===== src/sv/cba_pkg.sv =====
`timescale 1ns / 1ps
// ----------------------------------------------------------------------------
// cba_pkg
// Shared constants and types for the circular bitstring analyzer.
// ----------------------------------------------------------------------------
package cba_pkg;

	localparam int MAX_BITS_DEF = 16;
	localparam int IN_W         = 16;
	localparam int LEN_W        = 5;
	localparam logic [LEN_W-1:0] LEN_RESET = 5'd16;
	localparam int QUEUE_DEPTH  = 2;

	typedef struct packed {
		logic [IN_W-1:0]  min_rotation;
		logic [LEN_W-1:0] period;
		logic [IN_W-1:0]  link_bits;
		logic [IN_W-1:0]  sublink_bits;
		logic             sublink_valid;
		logic             odd_parity;
		logic             self_inverse;
		logic             symmetric;
		logic             palindrome;
	} result_t;

endpackage


===== src/sv/cba_front.sv =====
`timescale 1ns / 1ps
// ----------------------------------------------------------------------------
// cba_front
// Accepts strings, masks them to the configured length and registers the
// string with its length for the back end.
// ----------------------------------------------------------------------------
module cba_front #(
	parameter int MAX_BITS = cba_pkg::MAX_BITS_DEF
) (
	input  logic                          clk,
	input  logic                          arst_n,
	input  logic                          in_valid,
	output logic                          in_ready,
	input  logic [cba_pkg::IN_W-1:0]      loop_bits,
	input  logic [cba_pkg::LEN_W-1:0]     len_cfg,
	output logic                          s1_valid,
	input  logic                          s1_ready,
	output logic [MAX_BITS-1:0]           x_s1,
	output logic [cba_pkg::LEN_W-1:0]     n_s1
);

	localparam int WB = (MAX_BITS > cba_pkg::IN_W) ? MAX_BITS : cba_pkg::IN_W;

	logic [cba_pkg::LEN_W-1:0] n_eff;
	logic [MAX_BITS-1:0]       mask;
	logic [WB-1:0]             wide_in;

	always_comb begin
		if (len_cfg == '0)
			n_eff = cba_pkg::LEN_W'(1);
		else if (32'(len_cfg) > MAX_BITS)
			n_eff = cba_pkg::LEN_W'(MAX_BITS);
		else
			n_eff = len_cfg;
		for (int i = 0; i < MAX_BITS; i++)
			mask[i] = (i < int'(n_eff));
		wide_in = WB'(loop_bits);
	end

	assign in_ready = !s1_valid || s1_ready;

	always_ff @(posedge clk or negedge arst_n) begin
		if (!arst_n)
			s1_valid <= 1'b0;
		else if (in_ready)
			s1_valid <= in_valid;
	end

	always_ff @(posedge clk) begin
		if (in_valid && in_ready) begin
			x_s1 <= wide_in[MAX_BITS-1:0] & mask;
			n_s1 <= n_eff;
		end
	end

endmodule


===== config.mk =====
export PLATFORM = sky130hd
export DESIGN_NAME = cba_front
export DESIGN_NICKNAME = d
export VERILOG_FILES = /design/src/sv/cba_pkg.sv /design/src/sv/cba_front.sv
export SDC_FILE = /design/constraint.sdc
export NUM_CORES = 1
export LEC_CHECK = 0
export BUFFER_PORTS_ARGS = -buffer_cell sky130_fd_sc_hd__clkbuf_2
export CAP_MARGIN = 40
export CORE_MARGIN = 2
export CORE_UTILIZATION = 30
export CTS_CLUSTER_SIZE = 25
export DETAILED_ROUTE_END_ITERATION = 10
export REMOVE_ABC_BUFFERS = 1
export SLEW_MARGIN = 30
export SYNTH_ARGS = -nofsm -noshare
export SYNTH_HDL_FRONTEND = slang
export SYNTH_SLANG_ARGS = --single-unit

===== constraint.sdc =====
create_clock -name clk -period 4.55 [get_ports clk]
set_clock_uncertainty 0.2 [all_clocks]
set_input_delay 0.2275 -clock clk [delete_from_list [all_inputs] [get_ports clk]]
set_output_delay 0.2275 -clock clk [all_outputs]
set_load 0.01 [all_outputs]

Word-level counts from Yosys, hierarchy flattened

Index checks and enable logic that the tools add are counted.
W data, S select, Z words.

Output and inout bits: 23
Logic and storage cells: 27
Register bits: 22
Bits of input ports: 25

Magnitude comparators: 17
Mux-type cells: 2
Bitwise operators: 1
Reduce and logical (&&, ||, !) cells: 4

Operators with widths:

| kind                 | count |
|---|---|
| $lt A4 B5 Y1 const A | 8 |
| $lt A3 B5 Y1 const A | 4 |
| $and A16 B16 Y16     | 1 |
| $lt A1 B5 Y1 const A | 2 |
| $lt A2 B5 Y1 const A | 2 |
| $mux W5              | 2 |
| $gt A5 B5 Y1 const B | 1 |
| $logic_not A5 Y1     | 1 |
| $logic_and A1 B1 Y1  | 1 |
| $logic_not A1 Y1     | 1 |
| $logic_or A1 B1 Y1   | 1 |

Longest topological paths before layout

Word-level depth: 5
Gate-level depth with buffers: 4
Gate-level depth less buffers: 2

Least setup slack after synthesis

OpenSTA, ideal clock, no wires.

Path kind: reg2reg
Start: reg s1_valid
End: reg n_s1[0] (netlist bit) (enable)
Cell stages (with the launch flop): 3
Path buffers: 0
Clock period less this slack: 1.720 ns
Data required time: 3.971 ns
Arrival: 1.140 ns
Slack: 2.830 ns
Cells stage by stage: dfrtp_1 nand2b_1 and2_1

Word-level cells in the longest chain between the ends: 3

RTL lines:

| element                | line            | text |
|---|---|---|
| from (decl)            | cba_front.sv:16 | `output logic s1_valid,` |
| from (signal assigned) | cba_front.sv:46 | `s1_valid <= in_valid;` |
| $logic_not A1 Y1       | cba_front.sv:40 | `assign in_ready = !s1_valid \|\| s1_ready;` |
| $logic_or A1 B1 Y1     | cba_front.sv:40 |  |
| net in_ready           | cba_front.sv:13 | `output logic in_ready,` |
| $logic_and A1 B1 Y1    | cba_front.sv:50 | `if (in_valid && in_ready) begin` |
| to (signal assigned)   | cba_front.sv:52 | `n_s1 <= n_eff;` |
| to (decl)              | cba_front.sv:19 | `output logic [cba_pkg::LEN_W-1:0] n_s1` |

The timed path passes the listed nets, and every way through them passes these cells.
A chain may end at the register's enable or synchronous reset.

Worst setup path in the final report

Start: in in_valid
End: reg x_s1[13] (enable)

Word-level cells in the longest chain between the ends: 1

RTL lines:

| element              | line            | text |
|---|---|---|
| from (decl)          | cba_front.sv:12 | `input logic in_valid,` |
| $logic_and A1 B1 Y1  | cba_front.sv:50 |  |
| to (signal assigned) | cba_front.sv:51 | `x_s1 <= wide_in[MAX_BITS-1:0] & mask;` |
| to (decl)            | cba_front.sv:18 | `output logic [MAX_BITS-1:0] x_s1,` |

Every way passes these cells.

==> metrics.cfg <==
[yosys]
avgSynthCellArea_um2 = 13.9
synthDistinctLibCells = 25
yosys.area.top_type = edfxtp_1
ys_top_cells_by_area = edfxtp_1, nor2b_1, a21boi_0
async_reset_ff_frac = 0.0455
synth_top_area_share = 0.668
synth_most_common_cell = edfxtp_1
synthFlopType = edfxtp_1
synth_common_cells = edfxtp_1, nor2b_1, a21boi_0, a21oi_1
yosys_warnings = 0
yosysSeqAreaShare = 0.695
syn_inst = 68
ys_ff_latch = 22
synth_area_um2 = 943
synth_enable_flop_cells = 21

[power_and_ir_drop]
netSwitchingFraction = 0.230
p_leak_nw = 0.539
combPwrFrac = 0.147
p_seq_frac = 0.626
powerDensity_nw_per_um2 = 303
p_int_mw = 0.295
p_switching_mw = 0.0881
peakVddDrop_mv = 0.0793
clkPwrFrac = 0.227

[worst_hold_path]
min_path_type = in2reg

[detailed_routing]
routed-via-count = 696
ant_nets = 0
vias_per_cell = 4.32
wl_per_cell_um = 11.0
first_iter_violations = 12
routed_wirelength_mm = 1.77
firstDrtPassIters = 4
drc_errors = 0

[clocking]
path_clk_slew_ns = 0.12
cts-htree-levels = 1
cts_tree = done
clock_sinks = 22
cts_buffers = 3
cts_buffer_depth = 2
cts_setup_buffers = 0
cts-root-buf = clkbuf_4
insertion_delay_ns = 0.30

[grt]
grt_pass1_wl_mm = 2.73
antenna_found_initial = 0
grt_max_degree = 18
grt_pass1_vias = 666
grt_util_all_layers = 0.102
overflow = 0

[layout]
fillers = 300
num_antenna_cells = 0
syn_to_final_growth_pct = 34.0
final_layout_size_suffix_gt1_frac = 0.444
nets = 143
fin_util = 0.417

[floorplan]
fp.dieArea_um2 = 3610
die_x_um = 60.1
start_util = 0.312
ios = 48
row_count = 20
core_area_um2 = 3030
die_y_um = 60.1

[placement]
hpwl_mm = 1.37
pre_cts_slack_ns = 2.87
gp_congestion = 0.691
port_buffers = 47

[sta]
hold_violations = 0
drv_slew = 0
min_period_over_period = 0.375
setup_viol = 0
worst_slack_ns = 2.84
worstMarginPinSlew_ns = 0.489
fin_hold_ws_ns = 0.00662
rsz0062_at_grt = false
max_freq_ghz = 0.586
fin_tns_setup_ns = 0
relSlewSlack = 0.674
finalCriticalPeriod_ns = 1.71

[setup_path]
critPathRequiredTime_ns = 4.37
crit_path_start_kind = primary input
path_class = in2reg
endpoint_kind = register
cp_max_fo = 11
r2r_setup_slack_ns = 2.89
cp.arrival_ns = 1.53

[status]
status = complete, no violations

[job]
maxCapViolations = 0

## power by group through the flow
stage | registers, mW | clock network [mW] | logic, mW
after floorplan | 0.251 | 0 | 0.0160
after global placement | 0.245 | 0 | 0.0526
after detailed placement | 0.245 | 0 | 0.0546
after CTS | 0.240 | 0.0909 | 0.0574
after global routing | 0.241 | 0.0980 | 0.0631
final | 0.240 | 0.0869 | 0.0563
## sequential cells by signal (all words and copies together), names as in the netlist
signal,cells
n_s1,5
s1_valid,1
x_s1,16
## per-stage QoR
step / total power, mW / std cells / instance area (µm²)
after floorplan: 0.267 / 61 / 896
after global placement: 0.297 / 152 / 1190
after detailed placement: 0.299 / 153 / 1200
after CTS: 0.388 / 161 / 1260
after global routing: 0.402 / 161 / 1260
final: 0.383 / 161 / 1260
## layout make-up
cell class / count / area (µm²) / share of cell area
clock inverter: 1 / 3.75 / 0.00297
tap: 44 / 55.1 / 0.0436
sequential: 22 / 656 / 0.519
timing repair buffer: 52 / 287 / 0.227
multi-input combinational: 38 / 236 / 0.187
clock buffer: 3 / 22.5 / 0.0178
inverter: 1 / 3.75 / 0.00297
## worst max-delay path, cell delays in order
cell and delay [ns]:
dlygate4sd3_1 0.54, clkbuf_2 0.11, and2_1 0.42, buf_6 0.23
## repair_timing
action                     4_1_cts  5_1_grt
hold endpoints to repair         4        0
hold buffers                     4        0
setup endpoints to repair        0        0
gates resized for setup          0        0
## per-layer routing
metal,global-route usage,up-vias,wire length (µm)
li1,-,342,-
met1,0.121,321,741
met2,0.177,33,886
met3,0.0260,0,143
met4,0.0381,0,0
met5,0,-,0
## path summary, 6_finish.rpt
path	startpoint	to	depth (start not counted)
worst max-delay path	in_valid	x_s1[13]	4
worst max register to register	s1_valid	x_s1[13]	3
min in group asynchronous	arst_n	s1_valid	2
worst min-delay path	loop_bits[12]	x_s1[12]	2
max in group asynchronous	arst_n	s1_valid	2
worst min register to register	s1_valid	s1_valid	2
## logic make-up (layout without fill, tap and decap cells)
logic type / Yosys count / after routing / share of synthesized area
compound gates: 18 / 18 / 0.131
simple gates: 20 / 20 / 0.119
flops: 22 / 22 / 0.695
buf+inv: 8 / 57 / 0.0544
## layout by cell type (no fill, tap or decap), drive strengths merged
master       synthesis  final
a21oi                4      4
nand2b               2      2
a41oi                1      1
or3                  1      1
edfxtp              21     21
o41a                 1      1
clkinv               0      1
buf                  4      1
inv                  1      1
nor2                 3      3
nand3                1      1
o211a                1      1
clkbuf               3     50
a31oi                1      1
nor2b                8      8
and2                 2      2
o21a                 3      3
o21ai                3      3
dfrtp                1      1
a21boi               4      4
nor3                 1      1
nand2                2      2
dlygate4sd3          0      4
Power figures use the tool's default switching activity.
