===== config.mk =====
export PLATFORM = sky130hd
export DESIGN_NAME = cba_queue
export DESIGN_NICKNAME = d
export VERILOG_FILES = /design/src/sv/cba_pkg.sv /design/src/sv/cba_queue.sv
export SDC_FILE = /design/constraint.sdc
export NUM_CORES = 1
export LEC_CHECK = 0
export ABC_AREA = 0
export BUFFER_PORTS_ARGS = -buffer_cell sky130_fd_sc_hd__buf_4
export CELL_PAD_IN_SITES_DETAIL_PLACEMENT = 1
export CELL_PAD_IN_SITES_GLOBAL_PLACEMENT = 2
export CORE_MARGIN = 5
export CORE_UTILIZATION = 37
export CTS_CLUSTER_SIZE = 8
export DETAILED_ROUTE_END_ITERATION = 10
export PLACE_DENSITY_LB_ADDON = 0.15
export SLEW_MARGIN = 40
export SYNTH_ARGS = -nofsm -noshare
export SYNTH_HDL_FRONTEND = slang
export SYNTH_SLANG_ARGS = --single-unit

===== constraint.sdc =====
create_clock -name clk -period 3.17 [get_ports clk]
set_input_delay 0 -clock clk [delete_from_list [all_inputs] [get_ports clk]]
set_output_delay 0 -clock clk [all_outputs]
set_load 0.02 [all_outputs]

===== src/sv/cba_pkg.sv =====
`timescale 1ns / 1ps
// ----------------------------------------------------------------------------
// cba_pkg
// Shared constants and types for the circular bitstring analyzer.
// ----------------------------------------------------------------------------
package cba_pkg;

	localparam int MAX_BITS_DEF = 16;
	localparam int IN_W         = 16;
	localparam int LEN_W        = 5;
	localparam logic [LEN_W-1:0] LEN_RESET = 5'd16;
	localparam int QUEUE_DEPTH  = 2;

	typedef struct packed {
		logic [IN_W-1:0]  min_rotation;
		logic [LEN_W-1:0] period;
		logic [IN_W-1:0]  link_bits;
		logic [IN_W-1:0]  sublink_bits;
		logic             sublink_valid;
		logic             odd_parity;
		logic             self_inverse;
		logic             symmetric;
		logic             palindrome;
	} result_t;

endpackage


===== src/sv/cba_queue.sv =====
`timescale 1ns / 1ps
// ----------------------------------------------------------------------------
// cba_queue
// Short queue that decouples the front end from the back end.
// ----------------------------------------------------------------------------
module cba_queue #(
	parameter int W = 8
) (
	input  logic         clk,
	input  logic         arst_n,
	input  logic         wr_valid,
	output logic         wr_ready,
	input  logic [W-1:0] wr_data,
	output logic         rd_valid,
	input  logic         rd_ready,
	output logic [W-1:0] rd_data
);

	localparam int D = cba_pkg::QUEUE_DEPTH;

	logic [W-1:0] mem_q [D];
	logic         wp_q, rp_q;
	logic [1:0]   cnt_q;
	logic         wr_en, rd_en;

	assign wr_ready = cnt_q != 2'(D);
	assign rd_valid = cnt_q != 2'd0;
	assign rd_data  = mem_q[rp_q];
	assign wr_en    = wr_valid && wr_ready;
	assign rd_en    = rd_valid && rd_ready;

	always_ff @(posedge clk or negedge arst_n) begin
		if (!arst_n) begin
			wp_q  <= 1'b0;
			rp_q  <= 1'b0;
			cnt_q <= 2'd0;
		end else begin
			if (wr_en) wp_q <= !wp_q;
			if (rd_en) rp_q <= !rp_q;
			cnt_q <= cnt_q + 2'(wr_en) - 2'(rd_en);
		end
	end

	always_ff @(posedge clk) begin
		if (wr_en) mem_q[wp_q] <= wr_data;
	end

endmodule


**Word level (Yosys, flattened, before mapping)**

Memories as Yosys holds them, arrays and structs flattened.
Cells that the tools add are included.

- Multiplexer cells: 2
- Add/sub/neg operators: 2
- Reductions and logical operators: 5
- Equal/unequal tests: 1

Operator list:

| kind | number |
|---|---|
| adder 2 x 1 -> 2 bit | 1 |
| logical AND 1 bit | 2 |
| zero test 1 bit | 2 |
| two-way mux 1 bit | 2 |
| != test 2 bit (second input constant) | 1 |
| nonzero test 2 bit | 1 |
| subtractor 2 x 1 -> 2 bit | 1 |

- Word-level logic and storage cells: 14
- RAM bits: 16
- Output and inout bits: 10
- Bits in registers: 4
- Memories kept: 1
- Input port bits: 12

Memory list:

| memory | words | bits a word | rd ports | clocked after memory_dff | wr ports | RTL line | text |
|---|---|---|---|---|---|---|---|
| mem_q | 2 | 8 | 1 | 0 | 1 | cba_queue.sv:21 | `logic [W-1:0] mem_q [D];` |

**Longest topological paths before layout**

Gate-level depths: netlist of the first run.

- Depth after elaboration: 4
- Mapped depth: 5
- Mapped depth without buffers: 5

**Worst setup path before layout of the first run**

No wires, ideal clock.

- Kind: flip-flop to flip-flop
- From: register cnt_q[0]
- To: memory mem_q[0][0], enable pin
- Required time: 2.800 ns
- Setup slack: 1.631 ns
- Data arrival time: 1.169 ns
- Cell stages (with the launch flop): 4
- Buffers on the path: 0
- Library setup time: 0.370 ns
- Clock period less this slack: 1.539 ns
- Cells stage by stage: dfrtp_1 > nand2b_1 > nand2_1 > nor2_1

- Longest elaborated chain between the ends: 4

RTL lines:

| item | RTL line | text |
|---|---|---|
| from (decl) | cba_queue.sv:23 | `logic [1:0] cnt_q;` |
| from (signal assigned) | cba_queue.sv:40 | `cnt_q <= cnt_q + 2'(wr_en) - 2'(rd_en);` |
| != test 2 bit | cba_queue.sv:26 | `assign wr_ready = cnt_q != 2'(D);` |
| named net wr_ready | cba_queue.sv:12 | `output logic wr_ready,` |
| logical AND 1 bit | cba_queue.sv:29 | `assign wr_en = wr_valid && wr_ready;` |
| two-way mux 1 bit | cba_queue.sv:45 | `if (wr_en) mem_q[wp_q] <= wr_data;` |
| two-way mux 1 bit (not written as such) | cba_queue.sv:45 |  |
| to (decl) | cba_queue.sv:21 |  |

The timed path passes the listed nets, and every way through them passes these cells.

**Final worst setup path of the first run**

- From: register cnt_q[0]
- To: memory mem_q[0][6], enable pin

- Longest elaborated chain between the ends: 4

RTL lines:

| item | RTL line |
|---|---|
| != test 2 bit | cba_queue.sv:26 |
| logical AND 1 bit | cba_queue.sv:29 |
| two-way mux 1 bit | cba_queue.sv:45 |
| two-way mux 1 bit (not written as such) | cba_queue.sv:45 |

Every way passes these cells.

==> results of run 1 <==
## path summary, 6_finish.rpt
path                          start          end  slack (ns)  depth (start not counted)
max                        cnt_q[0]  mem_q[0][6]        1.56                          3
min                          arst_n     cnt_q[0]        0.04                          2
max reg2reg                cnt_q[0]  mem_q[0][6]        1.56                          3
min reg2reg                    wp_q         wp_q        0.50                          1
max in group asynchronous    arst_n         wp_q        3.03                          2
min in group clk           wr_valid         wp_q        0.05                          3
## cell type report
class	count	area, um^2
timing repair buffer	31	257.7
sequential	20	580.6
tap	28	35.03
fill	217	1025
multi-input combinational	26	224.0
clock buffer	4	26.28
## cell families after synthesis
kind of cell    Yosys count
mux                       8
buf+inv                   1
flops                    20
simple gates             11
fa+ha+maj                 1
xor+xnor                  3
compound gates            3
## flip-flops by register name (all words and copies together) (netlist names)
signal and count:
rp_q 1, mem_q 16, wp_q 1, cnt_q 2
## cell usage in the layout (no fill, tap or decap), types with 2 or more instances in the layout
master,count
buf_4,21
clkbuf_4,3
dfrtp_1,4
dlygate4sd3_1,10
edfxtp_1,16
mux2_2,8
nand2_1,2
nor2_1,3
xnor2_1,3
## per-stage QoR
| step | power, mW | cells | worst slack, ns | hold slack, ns |
|---|---|---|---|---|
| global placement | 0.7932 | 95 | 1.642 | -0.1981 |
| global route | 0.9761 | 109 | 1.398 | 0.04005 |
| finish | 0.9152 | 109 | 1.558 | 0.03690 |
| floorplan | 0.6604 | 47 | 1.631 | -0.2956 |
| CTS | 0.9282 | 109 | 1.539 | 0.02819 |
| detailed placement | 0.8003 | 95 | 1.561 | -0.1975 |
## routing by layer
metal,up-vias,routed length [um]
met5,-,0
met2,12,811
met3,0,86
li1,242,-
met1,247,593
met4,0,0
## power groups by stage
stage | clock (mW) | combinational, mW | sequential (mW)
CTS | 0.120 | 0.378 | 0.430
detailed placement | 0 | 0.366 | 0.434
global placement | 0 | 0.362 | 0.431
floorplan | 0 | 0.260 | 0.400
global route | 0.134 | 0.404 | 0.438
finish | 0.115 | 0.373 | 0.427
## timing repair
item	CTS	global route
endpoints found under the hold margin	21	0
hold buffers	10	0
setup buffers	0	0
## worst reg2reg max path: stages (launching register included)
cell and delay, ns:
dfrtp_1 0.46, nand2b_1 0.19, nand2_1 0.10, nor2_1 0.51
==> flow_summary.json, run 1 <==
{
  "gr-usage-met2_pct": 19.14,
  "intPower_mw": 0.6074,
  "yosys.area.top_type_share_pct": 59.35,
  "slew_violations": 0,
  "finalSetupViolCount": 0,
  "numCtsBuffers": 3,
  "drtPass1Iterations": 2,
  "crit_chain": "nand2b_1, nand2_1, nor2_1",
  "antenna_found_initial": 0,
  "fin_setup_tns_ns": 0,
  "num_rows": 17,
  "swShare_pct": 33.63,
  "synth_cell_types": 17,
  "powerDensity_nw_per_um2": 814.5,
  "h-tree-depth": 1,
  "crit_path_max_fanout": 8,
  "layout-drive-gt1-share_pct": 41.98,
  "ys_seq_area_share_pct": 71.72,
  "avgSynthCellArea_um2": 17.22,
  "synthTopCellsByArea": "edfxtp_1, dfrtp_1, mux2_2, xnor2_1, nor4bb_2",
  "clkLatencyLatePin_ns": 0.28,
  "remaining_drc_errors": 0,
  "synth_top_area_cell": "edfxtp_1",
  "leakagePower_nw": 0.4406,
  "rsz0062_at_grt": "false",
  "start_util_pct": 37.68,
  "synthSimpleGateAreaFrac_pct": 8.037,
  "synth_most_common_cell": "edfxtp_1",
  "clk_pin_slew_ns": 0.10,
  "overflow": 0,
  "synth.area.mux_share_pct": 11.13,
  "arrival_ns": 1.54,
  "peakVddDrop_uv": 438.5,
  "hp-class": "in2async",
  "grt_use_total_pct": 9.838,
  "num_antenna_cells": 0,
  "cpLargestDelayFamily": "simple AND/OR/NAND/NOR gates",
  "grt_pass1_vias": 573,
  "clock_path_buffers": 2,
  "avgViaCountPerCell": 4.596,
  "synth_xor_area_share_pct": 3.246,
  "synth-main-ff-cell": "edfxtp_1",
  "cts_sinks": 20,
  "hold_viol_final": 0,
  "max-cap-violations": 0,
  "async_flop_share_pct": 20.00,
  "grt_start_max_net_pins": 12,
  "drt-total-wl_um": 1491,
  "cts_resized": 0,
  "use_met1_pct": 10.36,
  "io_buffers": 21,
  "fin_nets": 95,
  "syn_nets": 60,
  "via_count": 501,
  "post-route-min-period_ns": 1.612,
  "cpPeakStageDelay_ns": 0.51,
  "clockRootBuffer": "clkbuf_4",
  "synth_compound_area_share_pct": 3.709,
  "use_met3_pct": 2.759,
  "die_h_um": 56.78,
  "worst_pin_slew_ns": 0.6431,
  "synth-edff-count": 16,
  "critical_path_buf_inv_count": 0,
  "syn_to_final_growth_pct": 38.79,
  "die_area_um2": 3223,
  "clkPwrFrac_pct": 12.6,
  "status": "finished, final reports clean",
  "cts_tree": "yes",
  "top_usage_layer": "met2",
  "synth_seq_cells": 20,
  "final_util_pct": 52.30,
  "hpwl_um": 1097,
  "synth.cell_area_um2": 809.5,
  "slew_headroom_pct": 56.97,
  "ant_nets": 0,
  "wire_per_inst_um": 13.68,
  "placed_area_um2": 997.2,
  "drt-initial-drc-count": 2,
  "core-area_um2": 2148,
  "synth_warnings": 0,
  "start_kind": "flop",
  "fin_area_um2": 1124,
  "gp_congestion": 0.6891,
  "fp.dieW_um": 56.78,
  "clock_skew_ns": 0.001684,
  "p_seq_share_pct": 46.7,
  "period_share_pct": 50.84,
  "slowest_stage": "nor2_1",
  "syn_inst": 47,
  "crit_path_end_kind": "flop",
  "cp_data_required_time_ns": 3.09,
  "crit_type": "reg2reg",
  "yosys-top-cells-count": "edfxtp_1, mux2_2, dfrtp_1",
  "io_pins": 22,
  "synth_top_family_by_area": "multiplexers",
  "switchingPower_mw": 0.3078,
  "grt_pass1_wl_um": 2470,
  "synthAdderAreaFrac_pct": 1.546,
  "fmax_mhz": 620.5,
  "comb_power_share_pct": 40.7
}
(Power assumes the default switching activity.)
==> run 2: changes to the inputs <==
CORE_UTILIZATION = 34   (was 37)
clock period = 1.5 ns   (was 3.17 ns; I/O delays follow)
==> flow_summary.json, run 2 (synthesis gave the netlist of run 1 again) <==
{
  "drt-initial-drc-count": 4,
  "avgViaCountPerCell": 4.575,
  "cp-startpoint": "rp_q",
  "period_share_pct": 88.27,
  "clock_path_buffers": 2,
  "r2r_start": "cnt_q[1]",
  "post_cts_buffers": 0,
  "final_util_pct": 53.11,
  "seq_area_um2": 581.8,
  "grt_use_total_pct": 9.539,
  "slew_violations": 0,
  "grt_pass1_vias": 539,
  "crit_path_max_fanout": 9,
  "antenna_found_initial": 0,
  "multiInputGateArea_um2": 226.5,
  "post-route-min-period_ns": 1.324,
  "numCtsBuffers": 3,
  "io_buffers": 21,
  "h-tree-depth": 1,
  "cp_data_required_time_ns": 1.50,
  "largest_reg_flops": 16,
  "peakVddDrop_uv": 925.5,
  "syn_to_final_growth_pct": 46.52,
  "arrival_ns": 1.32,
  "min_from": "wr_valid",
  "crit_path_end_kind": "output pin",
  "finalSetupViolCount": 0,
  "rsz0062_at_grt": "false",
  "critical_path_buf_inv_count": 1,
  "hold_viol_final": 0,
  "via_count": 517,
  "powerDensity_nw_per_um2": 1829,
  "fp.dieW_um": 58.80,
  "remaining_drc_errors": 0,
  "fill_cells": 225,
  "grt_start_max_net_pins": 13,
  "start_util_pct": 36.25,
  "io_pins": 22,
  "crit_chain": "mux2_2, buf_4",
  "die_area_um2": 3457,
  "wire_per_inst_um": 13.61,
  "total_power_mw": 2.170,
  "met1_length_um": 610,
  "ant_nets": 0,
  "cts_tree": "yes",
  "die_h_um": 58.80,
  "grt_pass1_wl_um": 2387,
  "drt-total-wl_um": 1538,
  "clockRootBuffer": "clkbuf_4",
  "worst_pin_slew_ns": 0.3477,
  "top_layer": "met3",
  "gp_congestion": 0.6732,
  "slew_headroom_pct": 76.82,
  "clk_pin_slew_ns": 0.10,
  "overflow": 0,
  "slowest_stage": "dfrtp_2",
  "dp.cells": 98,
  "max-cap-violations": 0,
  "fin_setup_tns_ns": 0,
  "regMostFlops": "mem_q",
  "cts_sinks": 20,
  "clkLatencyLatePin_ns": 0.30,
  "layout_common_cells": "buf_4, edfxtp_1, dlygate4sd3_1",
  "drtPass1Iterations": 3,
  "num_rows": 17,
  "layout-drive-gt1-share_pct": 47.06,
  "largest_registers": "mem_q x16, cnt_q x2",
  "wl_met3_um": 106,
  "num_antenna_cells": 0,
  "cpLargestDelayFamily": "flip-flops",
  "fmax_mhz": 755.3,
  "hpwl_um": 1067,
  "cpPeakStageDelay_ns": 0.51,
  "start_kind": "flop",
  "final_common_cell": "buf_4",
  "wl_met2_um": 821,
  "core-area_um2": 2233,
  "instances_no_fill": 113,
  "fin_nets": 99,
  "leakagePower_nw": 0.4718,
  "crit_type": "reg2out",
  "hp-class": "in2reg",
  "status": "finished, final reports clean",
  "clock_skew_ns": 0.006963
}
==> run 2: changes by cell type in the layout (fill, tap and decap cells not counted) <==
cell / delta
dfrtp_2: +1
dlygate4sd3_1: +1
clkbuf_1: -1
buf_4: +3
nor2_1: -1
nor2_2: +1
dfrtp_1: -1
bufinv_16: +1
==> run 2: tightest hold or removal path, cell delays in order <==
cell     delay, ns
buf_4         0.14
nand2_1       0.11
xnor2_1       0.07
==> run 2: metrics by stage <==
stage	area, um^2	setup slack (ns)	hold WS, ns
2_1_floorplan	812.0	0.1008	-0.2956
3_3_place_gp	1022	0.2334	-0.1992
3_5_place_dp	1022	0.2022	-0.1995
4_1_cts	1175	0.02090	0.02720
5_1_grt	1186	0.08336	0.04988
6_report	1186	0.1760	0.05591
==> run 2: final cells by class <==
cell class / instances / area share, %
timing repair buffer: 35 / 24.47
multi-input combinational: 26 / 19.09
clock inverter: 1 / 2.532
sequential: 20 / 49.05
clock buffer: 3 / 1.899
tap: 28 / 2.954
==> run 2: path summary, 6_finish.rpt <==
kind / endpoint / slack (ns) / cells past startpoint
min: wp_q / 0.06 / 3
max in group asynchronous: rp_q / 0.83 / 3
min in group asynchronous: cnt_q[0] / 0.55 / 3
min reg2reg: wp_q / 0.53 / 1
max reg2reg: mem_q[1][7] / 0.19 / 2
max: rd_data[7] / 0.18 / 2
==> run 2: report_power, final <==
| group | internal, mW | total (mW) | switching, mW |
|---|---|---|---|
| Combinational | 0.448 | 0.854 | 0.406 |
| Clock | 0.270 | 0.428 | 0.158 |
| Sequential | 0.777 | 0.887 | 0.111 |
==> run 2: timing repair <==
action | in CTS | in global routing
setup endpoints to repair | 0 | 8
hold buffers | 10 | 1
gates resized for setup | 0 | 1
hold endpoints to repair | 21 | 1
==> run 2: layer usage <==
layer,global-route usage (%),vias up
met2,16.88,13
li1,-,250
met4,3.883,0
met1,10.29,254
met5,0,-
met3,3.289,0
==> run 3: changes to the inputs <==
==> constraint.sdc (replaced) <==
create_clock -name clk -period 1.5 [get_ports clk]
set_input_delay 0.15 -clock clk [delete_from_list [all_inputs] [get_ports clk]]
set_output_delay 0.15 -clock clk [all_outputs]
set_load 0.02 [all_outputs]
==> flow_summary.json, run 3 (synthesis gave the netlist of run 1 again) <==
{
  "status": "finished, final reports clean",
  "max-cap-violations": 0,
  "h-tree-depth": 1,
  "die_h_um": 58.80,
  "worst_pin_slew_ns": 0.3524,
  "slowest_stage": "dfrtp_2",
  "slew_headroom_pct": 76.50,
  "arrival_ns": 1.29,
  "finalSetupViolCount": 0,
  "grt_start_max_net_pins": 13,
  "grt_pass1_vias": 518,
  "clkLatencyLatePin_ns": 0.28,
  "io_buffers": 21,
  "gp_congestion": 0.6832,
  "crit_path_end_kind": "output pin",
  "crit_top_cell": "buf_4",
  "cts_tree": "yes",
  "whs_ns": 0.04627,
  "crit_type": "reg2out",
  "clock_path_buffers": 2,
  "hpwl_um": 1077,
  "drt-initial-drc-count": 3,
  "fin_setup_tns_ns": 0,
  "worstHoldPathCells": 1,
  "worstReg2RegEnd": "cnt_q[1]",
  "io_pins": 22,
  "layout-drive-gt1-share_pct": 53.95,
  "total_power_mw": 2.170,
  "cts_sinks": 20,
  "slew_violations": 0,
  "drtPass1Iterations": 2,
  "clk_pin_slew_ns": 0.10,
  "wire_per_inst_um": 13.64,
  "regMostFlops": "mem_q",
  "numCtsBuffers": 3,
  "r2r_start": "cnt_q[1]",
  "drt-total-wl_um": 1419,
  "fp.dieW_um": 58.80,
  "num_antenna_cells": 0,
  "min_to": "mem_q[0][6]",
  "final_util_pct": 48.96,
  "via_count": 471,
  "overflow": 0,
  "core-area_um2": 2233,
  "clock_skew_ns": 0.001034,
  "post-route-min-period_ns": 1.443,
  "remaining_drc_errors": 0,
  "largest_reg_flops": 16,
  "leakagePower_nw": 0.4345,
  "antenna_found_initial": 0,
  "grt_pass1_wl_um": 2270,
  "hp-class": "in2reg",
  "peakVddDrop_uv": 1145,
  "fin_nets": 90,
  "crit_chain": "buf_4, mux2_2, buf_4",
  "powerDensity_nw_per_um2": 1985,
  "fmax_mhz": 693.2,
  "start_kind": "flop",
  "cp_data_required_time_ns": 1.35,
  "layout_common_cells": "buf_4, edfxtp_1, mux2_2",
  "cpPeakStageDelay_ns": 0.37,
  "start_util_pct": 36.25,
  "syn_to_final_growth_pct": 35.09,
  "clockRootBuffer": "clkbuf_4",
  "period_share_pct": 96.17,
  "final_common_cell": "buf_4",
  "largest_registers": "mem_q x16, cnt_q x2",
  "avgViaCountPerCell": 4.529,
  "rrSetupSlack_ns": 0.17,
  "die_area_um2": 3457,
  "num_rows": 17,
  "r2r_cells": 5,
  "crit_path_max_fanout": 5,
  "min_from": "wr_data[6]",
  "hold_viol_final": 0,
  "grt_use_total_pct": 8.688,
  "ant_nets": 0
}
[run 3: worst max-delay path, delay by kind of cell (launching register included)]
kind / cells / cell delay [ns]
muxes: 1 / 0.34
DFF: 1 / 0.37
buffers and inverters: 2 / 0.30
[run 3: what timing repair did]
action,in CTS,in global routing
buffers inserted,0,2
endpoints found under the setup margin,8,8
hold endpoints to repair,4,0
resized for setup,1,2
hold buffers,1,0
[run 3: report_power, final]
part | switching (mW) | total (mW) | internal (mW) | leakage (nW)
clock | 0.148 | 0.417 | 0.270 | 0.0279
sequential | 0.0712 | 0.848 | 0.777 | 0.195
combinational | 0.451 | 0.905 | 0.455 | 0.212
[run 3: cell type report]
type | instances | area (um^2)
Clock buffer | 3 | 22.52
Fill cell | 235 | 1140
Multi-Input combinational cell | 26 | 226.5
Timing Repair Buffer | 26 | 197.7
Sequential cell | 20 | 581.8
Clock inverter | 1 | 30.03
Tap cell | 28 | 35.03
[run 3: worst max-delay path by stage]
stage	slack, ns	from	depth (start not counted)	to
floorplan	0.10	cnt_q[0]	3	mem_q[0][0]
global placement	0.22	rp_q	2	rd_data[3]
detailed placement	0.18	cnt_q[1]	5	cnt_q[1]
CTS	0.003	rp_q	2	rd_data[3]
global route	-0.0007	rp_q	3	rd_data[2]
finish	0.06	rp_q	3	rd_data[3]
[run 3: per-layer routing]
layer | global-route usage [%] | wire, um | up-vias
li1 | - | - | 235
met2 | 15.14 | 725 | 11
met1 | 10.34 | 607 | 225
met4 | 1.942 | 0 | 0
met3 | 2.851 | 87 | 0
met5 | 0 | 0 | -
[run 3: stage by stage]
stage | cell area (um^2) | setup WS, ns | cells
6_report | 1094 | 0.05746 | 104
3_3_place_gp | 1015 | 0.2180 | 97
5_1_grt | 1094 | -0.0006568 | 104
4_1_cts | 1079 | 0.003372 | 102
2_1_floorplan | 812.0 | 0.1008 | 47
3_5_place_dp | 1015 | 0.1806 | 97
